## src/design/ihrc_pkg.sv

```systemverilog
// Shared types and constants for the IPv4 receive header check.
// Holds the input and result item structs, verdict and route codes.
// No dependencies.
`default_nettype none

package ihrc_pkg;

    typedef struct packed {
        logic [7:0] data_byte;
        logic       start_req;
    } in_item_t;

    typedef struct packed {
        logic [2:0]  verdict;
        logic [1:0]  route;
        logic [7:0]  protocol;
        logic [31:0] source_address;
        logic [15:0] total_length;
        logic [15:0] payload_length;
        logic [31:0] received_count;
        logic [31:0] dropped_count;
    } out_item_t;

    localparam logic [2:0] VERDICT_ACCEPT      = 3'd0;
    localparam logic [2:0] VERDICT_BAD_VERSION = 3'd1;
    localparam logic [2:0] VERDICT_FRAGMENTED  = 3'd2;
    localparam logic [2:0] VERDICT_WRONG_DEST  = 3'd3;
    localparam logic [2:0] VERDICT_BAD_CSUM    = 3'd4;

    localparam logic [1:0] ROUTE_ICMP  = 2'd0;
    localparam logic [1:0] ROUTE_UDP   = 2'd1;
    localparam logic [1:0] ROUTE_TCP   = 2'd2;
    localparam logic [1:0] ROUTE_OTHER = 2'd3;

    localparam logic [7:0] PROTO_ICMP = 8'd1;
    localparam logic [7:0] PROTO_TCP  = 8'd6;
    localparam logic [7:0] PROTO_UDP  = 8'd17;

    localparam logic [3:0]  IP_VERSION       = 4'd4;
    localparam logic [3:0]  MIN_HEADER_WORDS = 4'd5;
    localparam logic [15:0] CSUM_GOOD        = 16'hFFFF;

    localparam logic [5:0] POS_VERSION   = 6'd0;
    localparam logic [5:0] POS_LEN_HI    = 6'd2;
    localparam logic [5:0] POS_LEN_LO    = 6'd3;
    localparam logic [5:0] POS_FRAG_HI   = 6'd6;
    localparam logic [5:0] POS_FRAG_LO   = 6'd7;
    localparam logic [5:0] POS_PROTOCOL  = 6'd9;
    localparam logic [5:0] POS_SRC_FIRST = 6'd12;
    localparam logic [5:0] POS_SRC_LAST  = 6'd15;
    localparam logic [5:0] POS_DST_FIRST = 6'd16;
    localparam logic [5:0] POS_DST_LAST  = 6'd19;

    function automatic logic [1:0] route_of(input logic [7:0] proto);
        logic [1:0] r;
        case (proto)
            PROTO_ICMP: r = ROUTE_ICMP;
            PROTO_UDP:  r = ROUTE_UDP;
            PROTO_TCP:  r = ROUTE_TCP;
            default:    r = ROUTE_OTHER;
        endcase
        return r;
    endfunction

endpackage

`default_nettype wire

```

## src/design/ipv4_header_receive_check_core.sv

```systemverilog
// IPv4 receive header check, top level: parser and result buffer.
// A result is registered in the main output stage, or parked in the skid stage while the output stalls.
// Throughput: one byte per cycle; the input stalls only when both result stages are full.
// Reset: asynchronous active low; clears counters, captured fields and the local
// address, and leaves the parser ignoring bytes until the first start marker.
// Depends on ihrc_pkg, ihrc_parser and ihrc_out_buf.
`default_nettype none

module ipv4_header_receive_check_core #(
    parameter int COUNTER_BITS = 32
) (
    input  wire logic                clk,
    input  wire logic                rst_n,
    input  wire logic                cfg_wr_en,
    input  wire logic [31:0]         cfg_wr_data,
    input  wire logic                in_valid,
    output logic                     in_stall,
    input  wire ihrc_pkg::in_item_t  in_item,
    output logic                     out_valid,
    input  wire logic                out_stall,
    output ihrc_pkg::out_item_t      out_item
);

    logic                item_take;
    logic                res_valid;
    logic                buf_full;
    ihrc_pkg::out_item_t res;

    assign in_stall = buf_full;
    assign item_take = in_valid && !buf_full;

    ihrc_parser #(
        .COUNTER_BITS(COUNTER_BITS)
    ) u_parser (
        .clk         (clk),
        .rst_n       (rst_n),
        .cfg_wr_en   (cfg_wr_en),
        .cfg_wr_data (cfg_wr_data),
        .item_take   (item_take),
        .item        (in_item),
        .res_valid   (res_valid),
        .res         (res)
    );

    ihrc_out_buf u_out_buf (
        .clk       (clk),
        .rst_n     (rst_n),
        .res_valid (res_valid),
        .res       (res),
        .full      (buf_full),
        .out_valid (out_valid),
        .out_stall (out_stall),
        .out_item  (out_item)
    );

endmodule

`default_nettype wire

```

## src/design/ihrc_parser.sv

```systemverilog
// Header parser: byte position, captured fields, running checksum and counters.
// Computes at most one verdict per datagram from the accepted bytes in a single pass.
// Depends on ihrc_pkg.
`default_nettype none

module ihrc_parser #(
    parameter int COUNTER_BITS = 32
) (
    input  wire logic               clk,
    input  wire logic               rst_n,
    input  wire logic               cfg_wr_en,
    input  wire logic [31:0]        cfg_wr_data,
    input  wire logic               item_take,
    input  wire ihrc_pkg::in_item_t item,
    output logic                    res_valid,
    output ihrc_pkg::out_item_t     res
);

    logic [31:0]             local_address_reg;
    logic [5:0]              byte_position_reg, byte_position_next;
    logic [3:0]              header_words_reg, header_words_next;
    logic [15:0]             checksum_sum_reg, checksum_sum_next;
    logic [7:0]              high_byte_hold_reg, high_byte_hold_next;
    logic [15:0]             length_field_reg, length_field_next;
    logic [7:0]              protocol_field_reg, protocol_field_next;
    logic [31:0]             sender_address_reg, sender_address_next;
    logic [7:0]              fragment_bits_reg, fragment_bits_next;
    logic                    ignoring_reg, ignoring_next;
    logic [COUNTER_BITS-1:0] packet_counter_reg, packet_counter_next;
    logic [COUNTER_BITS-1:0] drop_counter_reg, drop_counter_next;

    logic        active;
    logic        reject;
    logic        done;
    logic [2:0]  verdict;
    logic [5:0]  p;
    logic [7:0]  b;
    logic [16:0] sum_wide;
    logic [7:0]  want;
    logic [3:0]  hw_eff;
    logic [5:0]  last_pos;
    logic [5:0]  header_bytes;
    logic [31:0] rx_count32;
    logic [31:0] drop_count32;

    always_comb
    begin
        active = item_take && (item.start_req || !ignoring_reg);
        b = item.data_byte;

        byte_position_next  = byte_position_reg;
        header_words_next   = header_words_reg;
        checksum_sum_next   = checksum_sum_reg;
        high_byte_hold_next = high_byte_hold_reg;
        length_field_next   = length_field_reg;
        protocol_field_next = protocol_field_reg;
        sender_address_next = sender_address_reg;
        fragment_bits_next  = fragment_bits_reg;
        packet_counter_next = packet_counter_reg;
        drop_counter_next   = drop_counter_reg;

        if (item_take && item.start_req)
        begin
            packet_counter_next = packet_counter_reg + 1'b1;
            byte_position_next  = '0;
            header_words_next   = '0;
            checksum_sum_next   = '0;
            high_byte_hold_next = '0;
            length_field_next   = '0;
            protocol_field_next = '0;
            sender_address_next = '0;
            fragment_bits_next  = '0;
        end

        p = byte_position_next;
        sum_wide = '0;
        reject = 1'b0;
        verdict = ihrc_pkg::VERDICT_ACCEPT;

        case (p[1:0])
            2'd0:    want = local_address_reg[31:24];
            2'd1:    want = local_address_reg[23:16];
            2'd2:    want = local_address_reg[15:8];
            default: want = local_address_reg[7:0];
        endcase

        if (active)
        begin
            if (!p[0])
            begin
                high_byte_hold_next = b;
            end
            else
            begin
                sum_wide = {1'b0, checksum_sum_next} + {1'b0, high_byte_hold_next, b};
                checksum_sum_next = sum_wide[15:0] + {15'd0, sum_wide[16]};
            end

            if (p == ihrc_pkg::POS_VERSION)
            begin
                if (b[7:4] != ihrc_pkg::IP_VERSION)
                begin
                    reject = 1'b1;
                    verdict = ihrc_pkg::VERDICT_BAD_VERSION;
                end
                else
                begin
                    header_words_next = b[3:0];
                end
            end
            else if (p == ihrc_pkg::POS_LEN_HI)
            begin
                length_field_next[15:8] = b;
            end
            else if (p == ihrc_pkg::POS_LEN_LO)
            begin
                length_field_next[7:0] = b;
            end
            else if (p == ihrc_pkg::POS_FRAG_HI)
            begin
                fragment_bits_next = b;
            end
            else if (p == ihrc_pkg::POS_FRAG_LO)
            begin
                if (({fragment_bits_next[4:0], b} != 13'd0) || fragment_bits_next[5])
                begin
                    reject = 1'b1;
                    verdict = ihrc_pkg::VERDICT_FRAGMENTED;
                end
            end
            else if (p == ihrc_pkg::POS_PROTOCOL)
            begin
                protocol_field_next = b;
            end
            else if (p inside {[ihrc_pkg::POS_SRC_FIRST:ihrc_pkg::POS_SRC_LAST]})
            begin
                sender_address_next = {sender_address_next[23:0], b};
            end
            else if (p inside {[ihrc_pkg::POS_DST_FIRST:ihrc_pkg::POS_DST_LAST]})
            begin
                if (b != want)
                begin
                    reject = 1'b1;
                    verdict = ihrc_pkg::VERDICT_WRONG_DEST;
                end
            end
        end

        hw_eff = (header_words_next < ihrc_pkg::MIN_HEADER_WORDS) ?
                 ihrc_pkg::MIN_HEADER_WORDS : header_words_next;
        header_bytes = {hw_eff, 2'b00};
        last_pos = header_bytes - 6'd1;

        done = 1'b0;
        if (active && !reject && (p == last_pos))
        begin
            if (checksum_sum_next != ihrc_pkg::CSUM_GOOD)
            begin
                reject = 1'b1;
                verdict = ihrc_pkg::VERDICT_BAD_CSUM;
            end
            else
            begin
                done = 1'b1;
            end
        end

        if (reject)
        begin
            drop_counter_next = drop_counter_reg + 1'b1;
        end

        res_valid = reject || done;

        if (active && !res_valid)
        begin
            byte_position_next = p + 6'd1;
        end

        if (res_valid)
        begin
            ignoring_next = 1'b1;
        end
        else if (active)
        begin
            ignoring_next = 1'b0;
        end
        else
        begin
            ignoring_next = ignoring_reg;
        end
    end

    generate
        if (COUNTER_BITS >= 32)
        begin : g_wide_count
            assign rx_count32   = packet_counter_next[31:0];
            assign drop_count32 = drop_counter_next[31:0];
        end
        else
        begin : g_narrow_count
            assign rx_count32   = {{(32-COUNTER_BITS){1'b0}}, packet_counter_next};
            assign drop_count32 = {{(32-COUNTER_BITS){1'b0}}, drop_counter_next};
        end
    endgenerate

    always_comb
    begin
        res = '0;
        res.verdict = verdict;
        res.received_count = rx_count32;
        res.dropped_count = drop_count32;
        if (done)
        begin
            res.route = ihrc_pkg::route_of(protocol_field_next);
            res.protocol = protocol_field_next;
            res.source_address = sender_address_next;
            res.total_length = length_field_next;
            res.payload_length = (length_field_next > {10'd0, header_bytes}) ?
                                 (length_field_next - {10'd0, header_bytes}) : 16'd0;
        end
    end

    always_ff @(posedge clk or negedge rst_n)
    begin
        if (!rst_n)
        begin
            local_address_reg  <= '0;
            byte_position_reg  <= '0;
            header_words_reg   <= '0;
            checksum_sum_reg   <= '0;
            high_byte_hold_reg <= '0;
            length_field_reg   <= '0;
            protocol_field_reg <= '0;
            sender_address_reg <= '0;
            fragment_bits_reg  <= '0;
            ignoring_reg       <= 1'b1;
            packet_counter_reg <= '0;
            drop_counter_reg   <= '0;
        end
        else
        begin
            if (cfg_wr_en)
            begin
                local_address_reg <= cfg_wr_data;
            end
            byte_position_reg  <= byte_position_next;
            header_words_reg   <= header_words_next;
            checksum_sum_reg   <= checksum_sum_next;
            high_byte_hold_reg <= high_byte_hold_next;
            length_field_reg   <= length_field_next;
            protocol_field_reg <= protocol_field_next;
            sender_address_reg <= sender_address_next;
            fragment_bits_reg  <= fragment_bits_next;
            ignoring_reg       <= ignoring_next;
            packet_counter_reg <= packet_counter_next;
            drop_counter_reg   <= drop_counter_next;
        end
    end

    a_verdict_then_ignore: assert property (@(posedge clk) disable iff (!rst_n)
        res_valid |=> ignoring_reg)
        else $error("parser did not stop after a verdict");

    a_reject_fields_zero: assert property (@(posedge clk) disable iff (!rst_n)
        (res_valid && (res.verdict != ihrc_pkg::VERDICT_ACCEPT)) |->
        (res.source_address == 32'd0 && res.total_length == 16'd0 &&
         res.payload_length == 16'd0 && res.route == ihrc_pkg::ROUTE_ICMP))
        else $error("rejected item carries header fields");

    a_position_in_header: assert property (@(posedge clk) disable iff (!rst_n)
        !ignoring_reg |-> (byte_position_reg <=
            6'({((header_words_reg < ihrc_pkg::MIN_HEADER_WORDS) ?
                 ihrc_pkg::MIN_HEADER_WORDS : header_words_reg), 2'b00} - 6'd1)))
        else $error("byte position ran past the header end");

endmodule

`default_nettype wire

```

## src/design/ihrc_out_buf.sv

```systemverilog
// Result register with a skid stage so the parser keeps taking bytes
// while a finished result waits. Depends on ihrc_pkg.
`default_nettype none

module ihrc_out_buf (
    input  wire logic                clk,
    input  wire logic                rst_n,
    input  wire logic                res_valid,
    input  wire ihrc_pkg::out_item_t res,
    output logic                     full,
    output logic                     out_valid,
    input  wire logic                out_stall,
    output ihrc_pkg::out_item_t      out_item
);

    logic                main_valid_reg, main_valid_next;
    logic                skid_valid_reg, skid_valid_next;
    ihrc_pkg::out_item_t main_reg, main_next;
    ihrc_pkg::out_item_t skid_reg, skid_next;

    always_comb
    begin
        main_valid_next = main_valid_reg;
        skid_valid_next = skid_valid_reg;
        main_next = main_reg;
        skid_next = skid_reg;
        if (!main_valid_reg || !out_stall)
        begin
            if (skid_valid_reg)
            begin
                main_next = skid_reg;
                main_valid_next = 1'b1;
                skid_valid_next = 1'b0;
            end
            else
            begin
                main_next = res;
                main_valid_next = res_valid;
            end
        end
        else if (res_valid)
        begin
            skid_next = res;
            skid_valid_next = 1'b1;
        end
    end

    always_ff @(posedge clk or negedge rst_n)
    begin
        if (!rst_n)
        begin
            main_valid_reg <= 1'b0;
            skid_valid_reg <= 1'b0;
        end
        else
        begin
            main_valid_reg <= main_valid_next;
            skid_valid_reg <= skid_valid_next;
        end
    end

    always_ff @(posedge clk)
    begin
        main_reg <= main_next;
        skid_reg <= skid_next;
    end

    assign full = skid_valid_reg;
    assign out_valid = main_valid_reg;
    assign out_item = main_reg;

    a_skid_behind_main: assert property (@(posedge clk) disable iff (!rst_n)
        skid_valid_reg |-> main_valid_reg)
        else $error("skid holds an item while the output is empty");

    a_no_write_when_full: assert property (@(posedge clk) disable iff (!rst_n)
        skid_valid_reg |-> !res_valid)
        else $error("result arrived while both stages were full");

    a_stalled_result_parks: assert property (@(posedge clk) disable iff (!rst_n)
        (res_valid && main_valid_reg && out_stall) |=> skid_valid_reg)
        else $error("result lost while the output was stalled");

endmodule

`default_nettype wire

```

## config.mk

```make
export PLATFORM = sky130hd
export DESIGN_NAME = ipv4_header_receive_check_core
export DESIGN_NICKNAME = d
export VERILOG_FILES = /design/src/design/ihrc_pkg.sv /design/src/design/ipv4_header_receive_check_core.sv /design/src/design/ihrc_parser.sv /design/src/design/ihrc_out_buf.sv
export SDC_FILE = /design/constraint.sdc
export NUM_CORES = 1
export LEC_CHECK = 0
export BUFFER_PORTS_ARGS = -buffer_cell sky130_fd_sc_hd__buf_2
export CAP_MARGIN = 30
export CORE_ASPECT_RATIO = 1.4
export CORE_MARGIN = 2
export CORE_UTILIZATION = 50
export CTS_BUF_LIST = sky130_fd_sc_hd__clkbuf_8
export CTS_CLUSTER_DIAMETER = 60
export DETAILED_ROUTE_END_ITERATION = 8
export PLACE_DENSITY = 0.73
export SYNTH_ARGS = -nofsm -noshare
export SYNTH_HDL_FRONTEND = slang
export SYNTH_SLANG_ARGS = --single-unit
```

## constraint.sdc

```tcl
create_clock -name clk -period 28.2 [get_ports clk]
set_clock_uncertainty 0.2 [all_clocks]
set_input_delay 2.82 -clock clk [delete_from_list [all_inputs] [get_ports clk]]
set_output_delay 2.82 -clock clk [all_outputs]
set_load 0.005 [all_outputs]
```

==> impl_metrics.ini <==
[status]
status = finished, final reports clean

[drt]
via_count = 14988
wl_per_cell_um = 19.5
viasPerCell = 5.77
ant_nets = 0
drtIter0Drc = 1109
wirelength_um = 50700
remaining_drc_errors = 0
firstDrtPassIters = 6

[setup_path]
cp-end-kind = flop
required_ns = 28.38
crit_type = in -> reg
reg2reg_slack_ns = 20.62
cpMaxStageDelayCell = buf_4
r2r_end = u_out_buf.out_item[1]
worstRegToRegCells = 26
crit_start = in_item[0]
max_stage_delay_ns = 0.66
crit_path_end = u_out_buf.out_item[1]
r2r-start = u_out_buf.full
cp.arrival_ns = 9.41
start_kind = input port
path_max_fanout = 75

[logic_synthesis]
synth_top_cell_by_area = edfxtp_1
async_reset_ff_frac = 0.409
ys.warnings.count = 0
synth_edf_count = 282
netlist_instances = 1802
synth-seq-area-share = 0.616
yosysTopAreaCellShare = 0.391
ys.flop_type = edfxtp_1
synth_seq_cells = 477
yosys-top-cells-area = edfxtp_1 39%, dfrtp_1 22%, mux2_2 3.6%, nand2_1 3.3%, a21o_1 2.4%
avgSynthCellArea_um2 = 12.0
synth_nets = 1874
synthDistinctLibCells = 99
syn_area_mm2 = 0.0217

[timing]
finalHoldWorstSlack_ns = 0.275
finalSetupTns_ns = 0
hold_viol = 0
slew_headroom = 0.371
finalCritPeriodShare = 0.327
finalSetupViolations = 0
rsz0062_at_grt = no
worstMarginPinSlew_ns = 0.931
period_needed_ns = 9.23
slew_viol_final = 0
finalWorstSetupSlack_ns = 18.97
fmax_ghz = 0.108

[clocking]
clock_latency_ns = 0.63
htree_levels = 3
cts_setup_buffers = 0
cts_tree = yes
cts_resized = 0
cts_buffers = 72
cts_root_buf = clkbuf_8
cts_hold_buffers = 0
path_clk_slew_ns = 0.07
ctsLongestPathBuffers = 3
cts_sinks = 477

[place]
placed_cell_area_mm2 = 0.0231
io_buffer_count = 188
hpwl_um = 33400
dpl.cell_count = 2462
gp_congestion = 0.928
pre_cts_slack_ns = 18.23

[final_layout]
area.sequential_mm2 = 0.0134
stdcell_count = 2599
drive_gt1_frac = 0.202
area_delta_synth_final_pct = 13.5
fin_util = 0.573
multiInputGateArea_mm2 = 0.00761
fillCellCount = 3477
stdcell_area_mm2 = 0.0246
final_nets = 2058

[power_and_ir_drop]
p_leak_nw = 11.1
finalPower_mw = 1.94
vdd_ir_drop_max_uv = 38.5
powerDensity_mw_per_mm2 = 78.8

[grt]
grt_pass1_vias = 14908
overflow = 0
grt_max_degree = 76
grt_pass1_wl_um = 80100
grt_use_total = 0.222
antenna_found_initial = 1

[hold_path]
hp-class = reg -> reg

[floorplan]
ioPinCount = 189
rows = 90
die_h_um = 250
core_mm2 = 0.0429
initial_core_util = 0.505
die_x_um = 180
fp.dieArea_mm2 = 0.0450

[job]
maxCapViolations = 0
layout by cell type (no fill, tap or decap), drive strengths merged, types with 16 or more instances in the layout:
| cell | count |
|---|---|
| xor2 | 30 |
| nand3 | 31 |
| and2 | 40 |
| nor2 | 135 |
| nand2 | 188 |
| a21oi | 42 |
| nor3 | 34 |
| buf | 210 |
| o211ai | 17 |
| mux2 | 71 |
| and3 | 40 |
| inv | 112 |
| a21o | 69 |
| dfrtp | 194 |
| ha | 24 |
| edfxtp | 282 |
| clkinv | 17 |
| clkbuf | 85 |
| o21ai | 71 |
| nand4 | 32 |
| a31oi | 26 |
| xnor2 | 56 |
| a22oi | 16 |
| mux2i | 20 |
final cells by class:
class / count / area share
sequential: 477 / 0.543
multi-input combinational: 1143 / 0.310
timing repair buffer: 211 / 0.0481
clock buffer: 84 / 0.0470
tap: 552 / 0.0281
inverter: 81 / 0.0124
clock inverter: 50 / 0.0113
antenna: 1 / 0.000102
per-layer routing:
layer  global-route usage  up-vias  routed length, µm  share of wire
met3               0.0375      121               2850          0.056
met2                0.384      517              25500           0.50
li1                     -     6961                  -              -
met1                0.273     7389              20400           0.40
met5                    0        -                  0              0
met4                0.100        0               1860          0.037
critical path, delay by kind of cell:
family	cells	cell delay, ns
adders and majority gates	4	0.79
buffers and inverters	4	1.47
and+or+nand+nor	8	1.41
AOI/OAI and AO/OA	9	2.26
muxes	2	0.61
how the worst min path moves through the flow:
stage | from | endpoint | depth (start not counted)
4_1_cts | u_parser.packet_counter_reg[31] | u_parser.packet_counter_reg[31] | 1
3_5_place_dp | u_parser.packet_counter_reg[31] | u_parser.packet_counter_reg[31] | 1
5_1_grt | u_parser.packet_counter_reg[31] | u_parser.packet_counter_reg[31] | 1
2_1_floorplan | u_parser.packet_counter_reg[31] | u_parser.packet_counter_reg[31] | 1
3_3_place_gp | u_parser.packet_counter_reg[31] | u_parser.packet_counter_reg[31] | 1
6_report | u_parser.packet_counter_reg[31] | u_parser.packet_counter_reg[31] | 1
power by group:
part / internal (mW) / switching, mW / total [mW]
clock: 0.293 / 0.271 / 0.564
combinational: 0.173 / 0.272 / 0.446
sequential: 0.871 / 0.0564 / 0.927
cell usage after synthesis, types with 33 or more instances:
cell and number:
nor3_1 33, inv_1 80, a21oi_1 41, and2_1 40, clkbuf_1 81, nor2_1 134
dfrtp_1 194, o21ai_0 70, nand2_1 188, mux2_2 69, xnor2_1 56, a21o_1 69
edfxtp_1 282, and3_1 40
kinds of logic after synthesis:
family          Yosys count  synth area share
flops                   477             0.616
xor+xnor                 86            0.0348
compound gates          357             0.121
mux                      91            0.0465
fa+ha+maj                28            0.0166
buf+inv                 182            0.0333
simple gates            581             0.131
No activity file was read; power rests on OpenSTA's default activity.
